File: src/rtl/dertlv_pkg.sv
// Shared types and codes for the DER TLV header parser.
package dertlv_pkg;

	typedef enum logic [1:0] {
		ST_OK   = 2'd0,
		ST_EOF  = 2'd1,
		ST_FF   = 2'd2,
		ST_LONG = 2'd3
	} status_t;

	typedef enum logic [3:0] {
		PH_IDLE   = 4'b0001,
		PH_TAGEXT = 4'b0010,
		PH_LEN1   = 4'b0100,
		PH_LENX   = 4'b1000
	} phase_t;

	localparam logic [4:0] TAG_ESCAPE   = 5'h1f;
	localparam logic [7:0] LEN_RESERVED = 8'hff;

	typedef struct packed {
		logic [2:0]  header_bytes;
		logic [31:0] content_length;
		logic [6:0]  tag_number;
		logic        long_form_tag;
		logic        constructed;
		logic [1:0]  id_class;
		status_t     status;
	} result_t;

endpackage

File: src/rtl/dertlv_core.sv
// Header decode state and per-beat next-state logic.
module dertlv_core
	import dertlv_pkg::*;
#(
	parameter int MAX_LENGTH_BYTES = 4
) (
	input  logic        clk,
	input  logic        arst_n,
	input  logic        step,
	input  logic [7:0]  data_byte,
	input  logic        start_flag,
	input  logic [31:0] avail_bytes,
	output logic        res_valid,
	output result_t     res
);

	localparam int TOGO_W = $clog2(MAX_LENGTH_BYTES + 1);
	localparam logic [6:0] MAX_N = 7'(MAX_LENGTH_BYTES);

	phase_t            phase_q, phase_d;
	logic [31:0]       left_q, left_d;
	logic [31:0]       acc_q, acc_d;
	logic [TOGO_W-1:0] togo_q, togo_d;
	logic [1:0]        class_q, class_d;
	logic              cons_q, cons_d;
	logic [6:0]        tag_q, tag_d;
	logic              ltag_q, ltag_d;
	logic [2:0]        hcnt_q, hcnt_d;

	logic              emit;
	status_t           emit_st;
	logic [31:0]       emit_len;
	logic [6:0]        len_n;

	always_comb begin
		phase_d  = phase_q;
		left_d   = left_q;
		acc_d    = acc_q;
		togo_d   = togo_q;
		class_d  = class_q;
		cons_d   = cons_q;
		tag_d    = tag_q;
		ltag_d   = ltag_q;
		hcnt_d   = hcnt_q;
		emit     = 1'b0;
		emit_st  = ST_OK;
		emit_len = 32'd0;
		len_n    = data_byte[6:0];

		if (start_flag) begin
			// new element: drop whatever was in flight
			acc_d   = 32'd0;
			togo_d  = '0;
			ltag_d  = 1'b0;
			left_d  = avail_bytes;
			if (avail_bytes == 32'd0) begin
				class_d = 2'd0;
				cons_d  = 1'b0;
				tag_d   = 7'd0;
				hcnt_d  = 3'd0;
				emit    = 1'b1;
				emit_st = ST_EOF;
			end else begin
				left_d  = avail_bytes - 32'd1;
				hcnt_d  = 3'd1;
				class_d = data_byte[7:6];
				cons_d  = data_byte[5];
				tag_d   = {2'b00, data_byte[4:0]};
				if (data_byte[4:0] == TAG_ESCAPE) begin
					ltag_d  = 1'b1;
					phase_d = PH_TAGEXT;
				end else begin
					phase_d = PH_LEN1;
				end
			end
		end else if (phase_q != PH_IDLE) begin
			if (left_q == 32'd0) begin
				emit    = 1'b1;
				emit_st = ST_EOF;
			end else begin
				left_d = left_q - 32'd1;
				hcnt_d = hcnt_q + 3'd1;
				case (phase_q)
					PH_TAGEXT: begin
						tag_d   = data_byte[6:0];
						phase_d = PH_LEN1;
					end
					PH_LEN1: begin
						if (!data_byte[7]) begin
							acc_d = {24'd0, data_byte};
							emit  = 1'b1;
						end else if (data_byte == LEN_RESERVED) begin
							emit    = 1'b1;
							emit_st = ST_FF;
						end else if (len_n > MAX_N) begin
							emit    = 1'b1;
							emit_st = ST_LONG;
						end else begin
							acc_d = 32'd0;
							if (len_n == 7'd0) begin
								emit = 1'b1;
							end else begin
								togo_d  = TOGO_W'(len_n);
								phase_d = PH_LENX;
							end
						end
					end
					PH_LENX: begin
						acc_d  = {acc_q[23:0], data_byte};
						togo_d = togo_q - TOGO_W'(1);
						if (togo_q == TOGO_W'(1)) begin
							emit = 1'b1;
						end
					end
					default: begin
						phase_d = PH_IDLE;
					end
				endcase
				// length decoded: check it against what is left
				if (emit && emit_st == ST_OK) begin
					emit_len = acc_d;
					if (acc_d > left_d) begin
						emit_st = ST_EOF;
					end
				end
			end
		end

		if (emit) begin
			phase_d = PH_IDLE;
		end
	end

	assign res_valid          = step && emit;
	assign res.status         = emit_st;
	assign res.id_class       = class_d;
	assign res.constructed    = cons_d;
	assign res.long_form_tag  = ltag_d;
	assign res.tag_number     = tag_d;
	assign res.content_length = emit_len;
	assign res.header_bytes   = hcnt_d;

	always_ff @(posedge clk or negedge arst_n) begin
		if (!arst_n) begin
			phase_q <= PH_IDLE;
			left_q  <= 32'd0;
			acc_q   <= 32'd0;
			togo_q  <= '0;
			class_q <= 2'd0;
			cons_q  <= 1'b0;
			tag_q   <= 7'd0;
			ltag_q  <= 1'b0;
			hcnt_q  <= 3'd0;
		end else if (step) begin
			phase_q <= phase_d;
			left_q  <= left_d;
			acc_q   <= acc_d;
			togo_q  <= togo_d;
			class_q <= class_d;
			cons_q  <= cons_d;
			tag_q   <= tag_d;
			ltag_q  <= ltag_d;
			hcnt_q  <= hcnt_d;
		end
	end

endmodule

File: src/rtl/der_tlv_header_parser_top.sv
// Top level of the DER TLV header parser: input stage, decode core, result register.
//
//  channel  dir  handshake            payload
//  s_*      in   s_tvalid / s_tready  s_tdata = data_byte, avail_bytes; s_tuser = start_flag
//  m_*      out  m_tvalid / m_tready  m_tdata = status .. header_bytes (48 bits)
//
// One beat per cycle sustained while the output is not stalled. Each beat is held in
// the input stage and decoded there in a single pass into the result register, from
// which the result shows on m_*. The 32-bit bytes-left compare sets the path.
// Reset is asynchronous, active low; it clears the header state to idle.
// An output stall holds the result register and, behind it, the input stage; the
// input stage refills in the cycle the result is taken.
module der_tlv_header_parser_top
	import dertlv_pkg::*;
#(
	parameter int MAX_LENGTH_BYTES = 4
) (
	input  logic        clk,
	input  logic        arst_n,
	input  logic        s_tvalid,
	output logic        s_tready,
	input  logic [39:0] s_tdata,   // [7:0] data_byte, [39:8] avail_bytes
	input  logic        s_tuser,   // [0] start_flag
	output logic        m_tvalid,
	input  logic        m_tready,
	output logic [47:0] m_tdata    // [1:0] status, [3:2] id_class, [4] constructed,
	                               // [5] long_form_tag, [12:6] tag_number,
	                               // [44:13] content_length, [47:45] header_bytes
);

	// input stage
	logic        valid_s1;
	logic [7:0]  byte_s1;
	logic        start_s1;
	logic [31:0] avail_s1;

	// result register
	logic        out_valid_q;
	result_t     out_q;

	logic        step;
	logic        res_valid;
	result_t     res;

	// the stage moves on when the result register is free or being drained
	assign step     = valid_s1 && (!out_valid_q || m_tready);
	assign s_tready = !valid_s1 || step;

	always_ff @(posedge clk or negedge arst_n) begin
		if (!arst_n) begin
			valid_s1 <= 1'b0;
		end else if (s_tready) begin
			valid_s1 <= s_tvalid;
		end
	end

	always_ff @(posedge clk) begin
		if (s_tvalid && s_tready) begin
			byte_s1  <= s_tdata[7:0];
			avail_s1 <= s_tdata[39:8];
			start_s1 <= s_tuser;
		end
	end

	dertlv_core #(
		.MAX_LENGTH_BYTES(MAX_LENGTH_BYTES)
	) u_core (
		.clk        (clk),
		.arst_n     (arst_n),
		.step       (step),
		.data_byte  (byte_s1),
		.start_flag (start_s1),
		.avail_bytes(avail_s1),
		.res_valid  (res_valid),
		.res        (res)
	);

	always_ff @(posedge clk or negedge arst_n) begin
		if (!arst_n) begin
			out_valid_q <= 1'b0;
		end else if (step) begin
			out_valid_q <= res_valid;
		end else if (m_tready) begin
			out_valid_q <= 1'b0;
		end
	end

	always_ff @(posedge clk) begin
		if (step && res_valid) begin
			out_q <= res;
		end
	end

	assign m_tvalid = out_valid_q;
	assign m_tdata  = out_q;

`ifndef SYNTH
	// a fresh result only comes from a beat decoded in the cycle before
	a_result_from_step: assert property (@(posedge clk) disable iff (!arst_n)
		out_valid_q && !$past(out_valid_q) |-> $past(step))
		else $error("result appeared without a decoded beat");

	// length errors never report a length
	a_err_len_zero: assert property (@(posedge clk) disable iff (!arst_n)
		out_valid_q && (out_q.status == ST_FF || out_q.status == ST_LONG)
		|-> out_q.content_length == 32'd0)
		else $error("length error with nonzero content_length");

	// a beat held in the input stage keeps its payload
	a_s1_hold: assert property (@(posedge clk) disable iff (!arst_n)
		valid_s1 && !step |=> valid_s1 && $stable(byte_s1) && $stable(start_s1)
		&& $stable(avail_s1))
		else $error("input stage lost a stalled beat");
`endif

endmodule
File: config.mk
export PLATFORM = sky130hd
export DESIGN_NAME = der_tlv_header_parser_top
export DESIGN_NICKNAME = d
export VERILOG_FILES = /design/src/rtl/dertlv_pkg.sv /design/src/rtl/dertlv_core.sv /design/src/rtl/der_tlv_header_parser_top.sv
export SDC_FILE = /design/constraint.sdc
export NUM_CORES = 1
export LEC_CHECK = 0
export BUFFER_PORTS_ARGS = -buffer_cell sky130_fd_sc_hd__buf_4
export CELL_PAD_IN_SITES_DETAIL_PLACEMENT = 0
export CELL_PAD_IN_SITES_GLOBAL_PLACEMENT = 1
export CORE_UTILIZATION = 45
export CTS_CLUSTER_DIAMETER = 120
export DETAILED_ROUTE_END_ITERATION = 7
export HOLD_SLACK_MARGIN = 0.12
export PLACE_DENSITY = 0.73
export SLEW_MARGIN = 20
export SYNTH_ARGS = -nofsm -noshare
export SYNTH_HDL_FRONTEND = slang
export SYNTH_SLANG_ARGS = --single-unit
File: constraint.sdc
create_clock -name clk -period 11.84 [get_ports clk]
set_clock_uncertainty 0.1 [all_clocks]
set_input_delay 2.96 -clock clk [delete_from_list [all_inputs] [get_ports clk]]
set_output_delay 2.96 -clock clk [all_outputs]
set_load 0.05 [all_outputs]
**Word level (Yosys, flattened, before mapping)**

Index checks and enable logic that the tools add are counted.

- Register bits: 176
- Bits of input ports: 45
- Output and inout bits: 50
- Logic and storage cells: 146

- Add/subtract/negate cells: 4
- Order comparisons: 2
- Equal/unequal tests: 19
- Multiplexer cells: 77
- Bitwise operators: 2
- Reduce and logical (&&, ||, !) cells: 21

Operators by type and width:

| kind | number |
|---|---|
| $mux W32 | 13 |
| $logic_not A32 Y1 | 2 |
| $pmux W32 S2 | 1 |
| $sub A32 B1 Y32 const B | 2 |
| $mux W4 | 9 |
| $mux W3 | 11 |
| $gt A32 B32 Y1 | 1 |
| $mux W2 | 14 |
| $mux W7 | 4 |
| $mux W1 | 21 |
| $ne A4 B3 Y1 const B | 4 |
| $ne A3 B3 Y1 const B | 4 |
| $pmux W4 S3 | 1 |
| $ne A3 B2 Y1 const B | 3 |
| $reduce_and A9 Y1 | 1 |
| $eq A8 B8 Y1 const B | 1 |
| $reduce_and A8 Y1 | 1 |
| $gt A7 B3 Y1 const B | 1 |
| $logic_not A7 Y1 | 1 |
| $pmux W3 S2 | 1 |
| $reduce_bool A3 Y1 | 2 |
| $eq A5 B5 Y1 const B | 1 |
| $logic_and A1 B1 Y1 | 5 |
| $mux W5 | 1 |
| 16 further kinds | 20 |

**Logic depth before layout (Yosys ltp)**

Gate-level depths: netlist of run 1.

- Depth in word-level cells: 14
- Gate-level depth with buffers: 14
- Mapped depth without buffers: 14

**By module**

A second synthesis of run 1 with hierarchy kept.

- Cells, all modules: 878
- Area total of the unflattened synthesis: 9464.1 um^2

By module, submodules not included:

| module | times used | cells an instance | area each (um^2) | sequential area each (um^2) |
|---|---|---|---|---|
| dertlv_core | 1 | 779 | 6682.7 | 2128.3 |
| der_tlv_header_parser_top | 1 | 99 | 2781.4 | 2722.6 |

**Worst setup path after synthesis of run 1**

OpenSTA, ideal clock, no wires.

- Kind: input-to-output
- From: in m_tready
- To: out s_tready
- Data arrival time: 3407 ps
- Required time: 8780 ps
- Setup slack: 5373 ps
- Stages: 2
- Buffers on the path: 0
- Cells stage by stage: nor2b_1 -> nand2_1

- Cells in the longest elaborated chain, start to end: 3

RTL lines:

| element | line | text |
|---|---|---|
| start: declaration | der_tlv_header_parser_top.sv:25 | `input logic m_tready,` |
| $logic_or A1 B1 Y1 | der_tlv_header_parser_top.sv:46 | `assign step = valid_s1 && (!out_valid_q \|\| m_tready);` |
| $logic_and A1 B1 Y1 | der_tlv_header_parser_top.sv:46 |  |
| $logic_or A1 B1 Y1 | der_tlv_header_parser_top.sv:47 | `assign s_tready = !valid_s1 \|\| step;` |
| end: declaration | der_tlv_header_parser_top.sv:21 | `output logic s_tready,` |

Every way passes these cells.

**Worst setup path in the final report of run 1**

Same ends and word-level chain as after synthesis.

==> impl_metrics.toml, run 1 <==
[outcome]
outcome = "finished clean"

[yosys]
synthCells = 891
synth_fp_nets = 973
syn_area_per_cell_um2 = 10.8
yosys_most_used_dff = "edfxtp_1"
synth-seq-area-share_pct = 50.6
ys_warn_count = 0
synth-seq-cells = 176
syn_area_um2 = 9590
synth_edf_count = 89
ys_async_sr_fraction_pct = 49.4
ys_types = 74
synth_top_area_share_pct = 27.9
yosysTopAreaCell = "edfxtp_1"
synthTopCellsByArea = "edfxtp_1, dfrtp_1, a22o_1"

[setup_path]
worstPathRequired_ns = 8.78
worstSetupPathType = "input pin to output pin"
critPathMaxFanout = 3
critPathArrivalTime_ns = 3.52
start_kind = "input pin"
end_kind = "output pin"

[timing]
worst_slack_ns = 5.26
finalMaxSlewViolations = 0
finalHoldViolCount = 0
finalCriticalPeriod_ns = 6.58
setup_viol = 0
fmax_mhz = 152
rsz0062_at_grt = "false"
post-route-period-util_pct = 55.6
tns_ns = 0
worst_slew_pin_slew_ns = 0.978
slew_headroom_pct = 34.6

[floorplan]
rows = 53
dieArea_um2 = 21900
coreArea_um2 = 21000
die_y_um = 148
start_util_pct = 45.8
chipWidth_um = 148
top_level_ports = 95

[clocking]
cts_buffers = 17
post_cts_resized = 0
cts_sinks = 176
clockBufferDepth = 2
cts_tree = "done"
hold_buffers = 0
clock_latency_ns = 0.43
cts.clk_slew.worst_paths_ns = 0.07
ctsRootBufferMaster = "clkbuf_16"
cts_setup_buffers = 0
cts_max_level = 4

[power]
ir_drop_mv = 0.0979
p_per_area_nw_per_um2 = 176
total_power_w = 0.00195
power_leakage_nw = 4.44

[layout]
syn_to_final_growth_pct = 15.5
final_nets = 1039
final_cells = 1245
diodes = 0
stdcell_area_um2 = 11100
multi_input_area_um2 = 4480
drive_gt1_share_pct = 17.0
fill_cells = 1973
regArea_um2 = 4850

[placement]
place_congestion = 0.837
dp_hpwl_um = 18000
dp_slack_ns = 5.26
place.port_buffers = 94
dpl.cell_count = 1213
place_area_um2 = 10500

[global_routing]
gr-usage-all-layers_pct = 24.2
grt_pass1_vias = 7067
grt_pass1_wl_um = 40200
grt_overflow_total = 0
grt_antenna_before_repair = 0
grt_max_degree = 59

[drt]
vias = 7310
firstDrtPassIters = 5
ant_nets = 0
drc = 0
wl_per_cell_um = 20.2
drtIter0Drc = 577
wl_um = 25200
drt-vias-per-instance = 5.87

[flow_run]
max_cap_violations = 0

[min_path]
hp-class = "flop to flop"
## registers in the layout, summed over array words and instances, names as in the netlist, 2 cells and up
| signal | cells |
|---|---|
| u_core.tag_q | 7 |
| u_core.acc_q | 32 |
| m_tdata | 48 |
| u_core.phase_q | 4 |
| u_core.class_q | 2 |
| u_core.left_q | 32 |
| byte_s1 | 8 |
| u_core.togo_q | 3 |
| avail_s1 | 32 |
| u_core.hcnt_q | 3 |
## layer usage
| layer | global-route usage [%] | wire (µm) |
|---|---|---|
| met1 | 34.6 | 12100 |
| met5 | 0 | 0 |
| met3 | 3.24 | 920 |
| met2 | 37.3 | 11500 |
| met4 | 9.12 | 654 |
## where the power goes
group	switching [W]	internal, W
Clock	0.000235	0.000323
Combinational	0.000328	0.000212
Sequential	0.000111	0.000738
Total	0.000674	0.00127
## layout by cell type, fill, tap and decap left out, drive strengths merged, types with 5 or more instances in the layout
master  instances
o221ai          5
o22ai           6
clkbuf         23
nand2          68
a22oi           5
a221o           6
o21ai          44
inv            11
buf           104
nor4b           5
or3            14
nand2b          5
or2             6
a21oi          38
a31oi           5
clkinv          5
a211oi          7
nor2           45
nand4          10
xor2           20
a21o            7
or4            15
xnor2          33
nor2b           7
o31ai           6
nor4           23
a22o           73
dfrtp          86
nand3          21
and2            6
nor3           37
edfxtp         89
and3           37
nor3b           6
ha             37
## Yosys cell counts (all sizes together) (6+ instances only)
cell / count
a211oi: 7
a21o: 7
a21oi: 38
a221o: 6
a22o: 73
and2: 6
and3: 37
buf: 10
clkbuf: 47
dfrtp: 86
edfxtp: 89
ha: 37
inv: 11
nand2: 68
nand3: 21
nand4: 10
nor2: 45
nor2b: 7
nor3: 37
nor3b: 6
nor4: 23
o21ai: 44
o22ai: 6
o31ai: 6
or2: 6
or3: 14
or4: 15
xnor2: 33
xor2: 20
## per-stage QoR
stage / hold WS (ns) / util [%]
after CTS: 0.381 / 52.8
after floorplan: 0.342 / -
final: 0.375 / 52.9
after global placement: 0.357 / 50.1
after detailed placement: 0.366 / 50.1
after global routing: 0.403 / 52.9
## area by class of cell
cell class                      instances  area share (%)
Clock inverter                          9            1.01
Clock buffer                           23            4.22
Sequential cell                       176            43.8
Timing Repair Buffer                  104            7.05
Multi-Input combinational cell        647            40.4
Tap cell                              275            3.11
Inverter                               11           0.373
## path summary, 6_finish.rpt
| path | from | to | slack (ns) | cells after the start |
|---|---|---|---|---|
| min in group asynchronous | arst_n | u_core.togo_q[1] | 2.35 | 1 |
| worst max-delay path | m_tready | s_tready | 5.26 | 4 |
| worst max register to register | u_core.left_q[8] | m_tdata[0] | 7.30 | 12 |
| worst min-delay path | u_core.tag_q[5] | u_core.tag_q[5] | 0.38 | 2 |
| worst min register to register | u_core.tag_q[5] | u_core.tag_q[5] | 0.38 | 2 |
| max in group asynchronous | arst_n | u_core.left_q[16] | 8.15 | 2 |
## critical path: stages
cell     delay, ns
buf_4         0.11
nor2b_1       0.14
nand2_1       0.10
buf_4         0.20
## cell families after synthesis
kind of cell               after synthesis  share of synthesized area (%)
xor gates and xnor gates                53                           4.84
and+or+nand+nor                        315                           18.2
adders and majority gates               37                           4.83
AOI/OAI and AO/OA                      235                           17.8
DFF                                    176                           50.6
muxes                                    7                          0.809
buffers and inverters                   68                           2.91
No activity file was read; power rests on OpenSTA's default activity.
==> run 2: changes to the inputs <==
--- a/config.mk
+++ b/config.mk
@@ -5,6 +5,7 @@
 export SDC_FILE = /design/constraint.sdc
 export NUM_CORES = 1
 export LEC_CHECK = 0
+export ABC_AREA = 1
 export BUFFER_PORTS_ARGS = -buffer_cell sky130_fd_sc_hd__buf_4
 export CELL_PAD_IN_SITES_DETAIL_PLACEMENT = 0
 export CELL_PAD_IN_SITES_GLOBAL_PLACEMENT = 1
@@ -12,7 +13,7 @@
 export CTS_CLUSTER_DIAMETER = 120
 export DETAILED_ROUTE_END_ITERATION = 7
 export HOLD_SLACK_MARGIN = 0.12
-export PLACE_DENSITY = 0.73
+export PLACE_DENSITY = 0.76
 export SLEW_MARGIN = 20
 export SYNTH_ARGS = -nofsm -noshare
 export SYNTH_HDL_FRONTEND = slang
==> constraint.sdc (replaced) <==
create_clock -name clk -period 6.3 [get_ports clk]
set_clock_uncertainty 0.1 [all_clocks]
set_input_delay 1.575 -clock clk [delete_from_list [all_inputs] [get_ports clk]]
set_output_delay 1.575 -clock clk [all_outputs]
set_load 0.05 [all_outputs]
==> run 2 against run 1 <==
First-iteration DRC count up 3.6%. Via count up 14%. Sequential cell count unchanged. Synthesized cell count up 38%. Utilization down 0.49 points.
==> impl_metrics.toml, run 2 <==
[outcome]
outcome = "finished clean"

[setup_path]
cpMaxStageDelayCell = "inv_4"
regToRegSetupSlack_ns = 2.19
critPathArrivalTime_ns = 4.47
r2r_start = "u_core.phase_q[1]"
critPathMaxFanout = 82
crit_family = "buffers and inverters"
crit_path_cell_trace = "buf_4 > inv_1 > nand2_1 > nand2_1 > inv_1 > nand3_4 > inv_4 > nand2_2 > nand2_1 > o21ai_0"
end_kind = "flop"
reg2reg_depth = 16
worstSetupPathType = "input pin to flop"
cp_common_cell = "nand2_1"
worstReg2RegEnd = "m_tdata[0]"
start_kind = "input pin"
path_buf_inv = 4
worstPathRequired_ns = 6.52
max_stage_delay_ns = 0.89

[yosys]
yosysTopAreaCell = "edfxtp_1"
syn_area_um2 = 10300
synth_top_area_share_pct = 25.9
synth_edf_count = 89
yosys_most_used_dff = "edfxtp_1"
synthTopCellsByArea = "edfxtp_1, dfrtp_1, nand2_1"
syn_area_per_cell_um2 = 8.36
synth-seq-cells = 176
yosys-top-cells-count = "nand2_1, nor2_1, inv_1, edfxtp_1, nand3_1"
synthCells = 1234
synth-seq-area-share_pct = 47.0
synth.most_common_cell = "nand2_1"
ys_types = 47
ys_async_sr_fraction_pct = 49.4
synth_fp_nets = 1316
ys_warn_count = 0

[timing]
worst_slew_pin_slew_ns = 1.05
fmax_mhz = 235
rsz0062_at_grt = "false"
slew_headroom_pct = 29.5
finalMaxSlewViolations = 0
tns_ns = 0
finalHoldViolCount = 0
whs_ns = 0.388
finalCriticalPeriod_ns = 4.25
worst_slack_ns = 2.05
setup_viol = 0
post-route-period-util_pct = 67.5

[global_routing]
grt_overflow_total = 0
grt_antenna_before_repair = 0
grt_pass1_wl_um = 42700
grt_pass1_vias = 7876
grt_max_degree = 83
gr-usage-all-layers_pct = 23.7

[clocking]
post_cts_resized = 0
cts_setup_buffers = 0
cts_buffers = 17
ctsRootBufferMaster = "clkbuf_16"
cts_tree = "done"
cts.clk_slew.worst_paths_ns = 0.07
clock_latency_ns = 0.44
cts_max_level = 4
hold_buffers = 0
cts_sinks = 176
clockBufferDepth = 2

[power]
power_leakage_nw = 5.31
total_power_w = 0.00444
p_per_area_nw_per_um2 = 375
ir_drop_mv = 0.195

[min_path]
hold_path_end = "u_core.togo_q[1]"
hp-class = "flop to flop"
holdPathStages = 2
hold_start = "u_core.togo_q[1]"

[drt]
wl_per_cell_um = 16.4
drt-vias-per-instance = 5.19
firstDrtPassIters = 7
ant_nets = 0
vias = 8369
wl_um = 26400
drtIter0Drc = 598
drc = 0

[floorplan]
rows = 55
coreArea_um2 = 22600
start_util_pct = 45.7
die_y_um = 153
chipWidth_um = 153
dieArea_um2 = 23500
top_level_ports = 95

[layout]
final_nets = 1396
syn_to_final_growth_pct = 14.5
mostFrequentLayoutCell = "nand2_1"
largest_register_ffs = 48
final_util_pct = 52.4
drive_gt1_share_pct = 15.1
diodes = 0
final_cell_mix = "nand2_1, nor2_1, inv_1"

[flow_run]
max_cap_violations = 0

[placement]
place_congestion = 0.883
place.port_buffers = 94
dp_slack_ns = 1.58
dp_hpwl_um = 19700
[run 2: area by class of cell]
cell class / count / area (µm²)
well taps: 285 / 357
fillers: 2154 / 10800
repair buffers: 100 / 751
clock buffers: 19 / 454
multi-input cells: 894 / 4790
clock inverters: 13 / 148
inverters: 125 / 472
flip-flops and latches: 176 / 4850
[run 2: metal layers]
layer,track usage [%],routed length [µm],vias to the layer above
met4,7.76,449,0
met2,36.6,11900,210
li1,-,-,4260
met1,34.4,13000,3870
met3,2.86,1130,29
met5,0,0,-
[run 2: cell families (layout without fill, tap and decap cells)]
logic type	after synthesis	count (layout)	share of synthesized area (%)
flops	176	176	47.0
fa+ha+maj	37	37	4.49
simple gates	637	637	26.8
xor+xnor	48	48	4.07
compound gates	172	172	10.9
buf+inv	164	257	6.69
[run 2: per-stage QoR]
| stage | std cells | cell area [µm²] |
|---|---|---|
| after CTS | 1612 | 11800 |
| after detailed placement | 1580 | 11200 |
| after floorplan | 1234 | 10300 |
| after global routing | 1612 | 11800 |
| final | 1612 | 11800 |
| after global placement | 1580 | 11200 |
[run 2: how the worst max path moves through the flow]
stage	from	endpoint	depth (start not counted)
after floorplan	m_tready	m_tdata[0]	5
after global placement	m_tready	u_core.togo_q[2]	10
after detailed placement	m_tready	u_core.togo_q[2]	10
after CTS	m_tready	u_core.togo_q[2]	10
after global routing	m_tready	u_core.togo_q[1]	10
final	m_tready	u_core.togo_q[2]	10
[run 2: worst register-to-register path, cell delays in order, from the launching register on]
cell,delay [ns]
dfrtp_1,0.41
nor2_1,0.19
inv_2,0.06
nor3_4,0.61
nor2_1,0.11
a21oi_2,0.69
o22ai_2,0.24
ha_1,0.38
nand2_1,0.08
nor3_1,0.32
nand3_1,0.19
nor2_1,0.13
nor2_1,0.05
nand2_1,0.11
nand2_1,0.05
nand2_1,0.05
nand2_1,0.07
[run 2: where the power goes]
group,switching (W),internal [W],total (W)
registers,0.000179,0.00143,0.00161
logic,0.00119,0.000539,0.00173
clock network,0.000481,0.000617,0.00110
==> run 3: changes to the inputs <==
--- a/config.mk
+++ b/config.mk
@@ -9,11 +9,11 @@
 export BUFFER_PORTS_ARGS = -buffer_cell sky130_fd_sc_hd__buf_4
 export CELL_PAD_IN_SITES_DETAIL_PLACEMENT = 0
 export CELL_PAD_IN_SITES_GLOBAL_PLACEMENT = 1
-export CORE_UTILIZATION = 45
+export CORE_UTILIZATION = 41
 export CTS_CLUSTER_DIAMETER = 120
 export DETAILED_ROUTE_END_ITERATION = 7
 export HOLD_SLACK_MARGIN = 0.12
-export PLACE_DENSITY = 0.76
+export PLACE_DENSITY = 0.73
 export SLEW_MARGIN = 20
 export SYNTH_ARGS = -nofsm -noshare
 export SYNTH_HDL_FRONTEND = slang
==> constraint.sdc (replaced) <==
create_clock -name clk -period 3.4 [get_ports clk]
set_clock_uncertainty 0.1 [all_clocks]
set_input_delay 0.85 -clock clk [delete_from_list [all_inputs] [get_ports clk]]
set_output_delay 0.85 -clock clk [all_outputs]
set_load 0.05 [all_outputs]
==> run 3 against run 2 <==
Non-clock buffer count up 23. Power is 89% higher. Final area is 2.9% higher. Sequential cell count did not move. Clock power rose by 81%. Hold slack worse by 0.10 ns. Utilization shrank 2.8 points. Combinational power rose by 98%. Count of clock-buffer cells in the layout down 1. Worst setup slack lost 1.8 ns. Sequential power grew 85%. First-iteration DRC count decreased by 6.9%. Critical path type is now flop to flop. Critical endpoint is now m_tdata[0]. Largest power group unchanged.
==> impl_metrics.toml, run 3 (synthesis results as in run 2) <==
[outcome]
outcome = "finished clean"

[layout]
final_nets = 1419
largest_register_ffs = 48
fill_cells = 2392
syn_to_final_growth_pct = 17.9
stdcell_area_um2 = 12200
mostFrequentLayoutCell = "nand2_1"
drive_gt1_share_pct = 17.6
final_util_pct = 49.6
final_cell_mix = "nand2_1, nor2_1, buf_4"
diodes = 0

[timing]
worst_slew_pin_slew_ns = 0.975
post-route-period-util_pct = 92.5
fmax_mhz = 318
finalCriticalPeriod_ns = 3.14
finalHoldViolCount = 0
setup_viol = 0
rsz0062_at_grt = "false"
slew_headroom_pct = 35.0
finalMaxSlewViolations = 0

[floorplan]
start_util_pct = 42.1
rows = 57
top_level_ports = 95
chipWidth_um = 161
die_y_um = 161
coreArea_um2 = 24500
dieArea_um2 = 25800

[drt]
wl_per_cell_um = 16.4
drt-vias-per-instance = 5.06
drtIter0Drc = 557
ant_nets = 0
vias = 8478
drc = 0
wl_um = 27400
firstDrtPassIters = 5

[setup_path]
worstPathRequired_ns = 3.47
critPathArrivalTime_ns = 3.21
start_kind = "flop"
worstSetupPathType = "flop to flop"
end_kind = "flop"
critPathMaxFanout = 17

[power]
power_leakage_nw = 5.43
ir_drop_mv = 0.359
p_per_area_nw_per_um2 = 691

[placement]
place_area_um2 = 11500
dp_hpwl_um = 20800
place.port_buffers = 94
place_congestion = 0.845

[flow_run]
max_cap_violations = 0

[global_routing]
grt_antenna_before_repair = 0
gr-usage-all-layers_pct = 22.2
grt_overflow_total = 0
grt_max_degree = 83
grt_pass1_wl_um = 44000
grt_pass1_vias = 8047

[clocking]
ctsRootBufferMaster = "clkbuf_16"
clockBufferDepth = 2
cts_buffers = 17
clock_latency_ns = 0.43
cts.clk_slew.worst_paths_ns = 0.07
cts_tree = "done"
cts_max_level = 4
cts_sinks = 176

[min_path]
hp-class = "input pin to asynchronous set/reset pin"
==> run 3: cell count changes in the layout (fill, tap and decap cells not counted), moves of 2 or more <==
cell and delta:
nor2_1 -3, inv_2 +2, nor2_2 +2, o22ai_1 -5, o22ai_4 +4, o21ai_2 +2
clkinv_4 +3, buf_12 +3, inv_1 -2, buf_4 +19
==> run 3: metrics by stage <==
| stage | hold WS [ns] | power (W) | worst slack, ns | std cells | TNS (ns) |
|---|---|---|---|---|---|
| 5_1_grt | 0.320 | 0.00902 | 0.0272 | 1674 | 0 |
| 2_1_floorplan | 0.353 | 0.00541 | 0.124 | 1234 | 0 |
| 6_report | 0.283 | 0.00840 | 0.256 | 1674 | 0 |
| 4_1_cts | 0.300 | 0.00837 | 0.0591 | 1673 | 0 |
| 3_3_place_gp | 0.371 | 0.00632 | 0.0821 | 1641 | 0 |
| 3_5_place_dp | 0.379 | 0.00636 | -0.0792 | 1641 | -0.0792 |
==> run 3: power by group <==
part	total (W)	leakage [nW]	switching (W)	internal [W]
logic	0.00343	3.15	0.00231	0.00112
clock network	0.00199	0.287	0.000876	0.00111
registers	0.00298	2.00	0.000331	0.00265
total	0.00840	5.43	0.00352	0.00489
==> run 3: critical path: stages (launching register included) <==
cell and delay, ns:
dfrtp_1 0.43, nor2_2 0.16, inv_2 0.05, nor3_4 0.27, buf_6 0.22, inv_2 0.05, buf_4 0.22, o22ai_1 0.32
ha_1 0.30, a21o_1 0.18, nor2_1 0.09, nand2_1 0.06, nand2_1 0.05, nand2_1 0.07, nand2_1 0.06, nand2_1 0.04
nand2_1 0.06, nand2_1 0.05, nand2_1 0.05, nand2_1 0.06
==> run 3: path summary, 6_finish.rpt <==
| path | startpoint | to | slack, ns | cells after the start |
|---|---|---|---|---|
| worst max register to register | u_core.phase_q[1] | m_tdata[0] | 0.26 | 19 |
| worst max-delay path | u_core.phase_q[1] | m_tdata[0] | 0.26 | 19 |
| worst min-delay path | arst_n | u_core.class_q[0] | 0.28 | 1 |
| min in group clk | u_core.acc_q[26] | u_core.acc_q[26] | 0.39 | 2 |
| worst min register to register | u_core.acc_q[26] | u_core.acc_q[26] | 0.39 | 2 |
| max in group asynchronous | arst_n | u_core.phase_q[0] | 2.19 | 2 |
==> run 3: timing repair <==
item	CTS	global route
setup buffers	0	1
endpoints found under the setup margin	1	1
gates resized for setup	1	20
pin swaps	0	2
hold buffers	0	0
cloned	0	0
==> run 3: routing by layer <==
layer	vias up	track usage [%]	part of all wire [%]
li1	4304	-	-
met4	0	6.41	1.8
met2	224	35.1	45
met5	-	0	0
met1	3922	32.1	48
met3	28	2.61	4.6
==> run 3: cell type report <==
cell class                      instances  area [µm²]  area share, %
Inverter                              125         472           3.88
Clock inverter                         14         153           1.26
Multi-Input combinational cell        894        4880           40.1
Clock buffer                           18         439           3.61
Tap cell                              324         405           3.33
Timing Repair Buffer                  123         965           7.93
Sequential cell                       176        4850           39.9
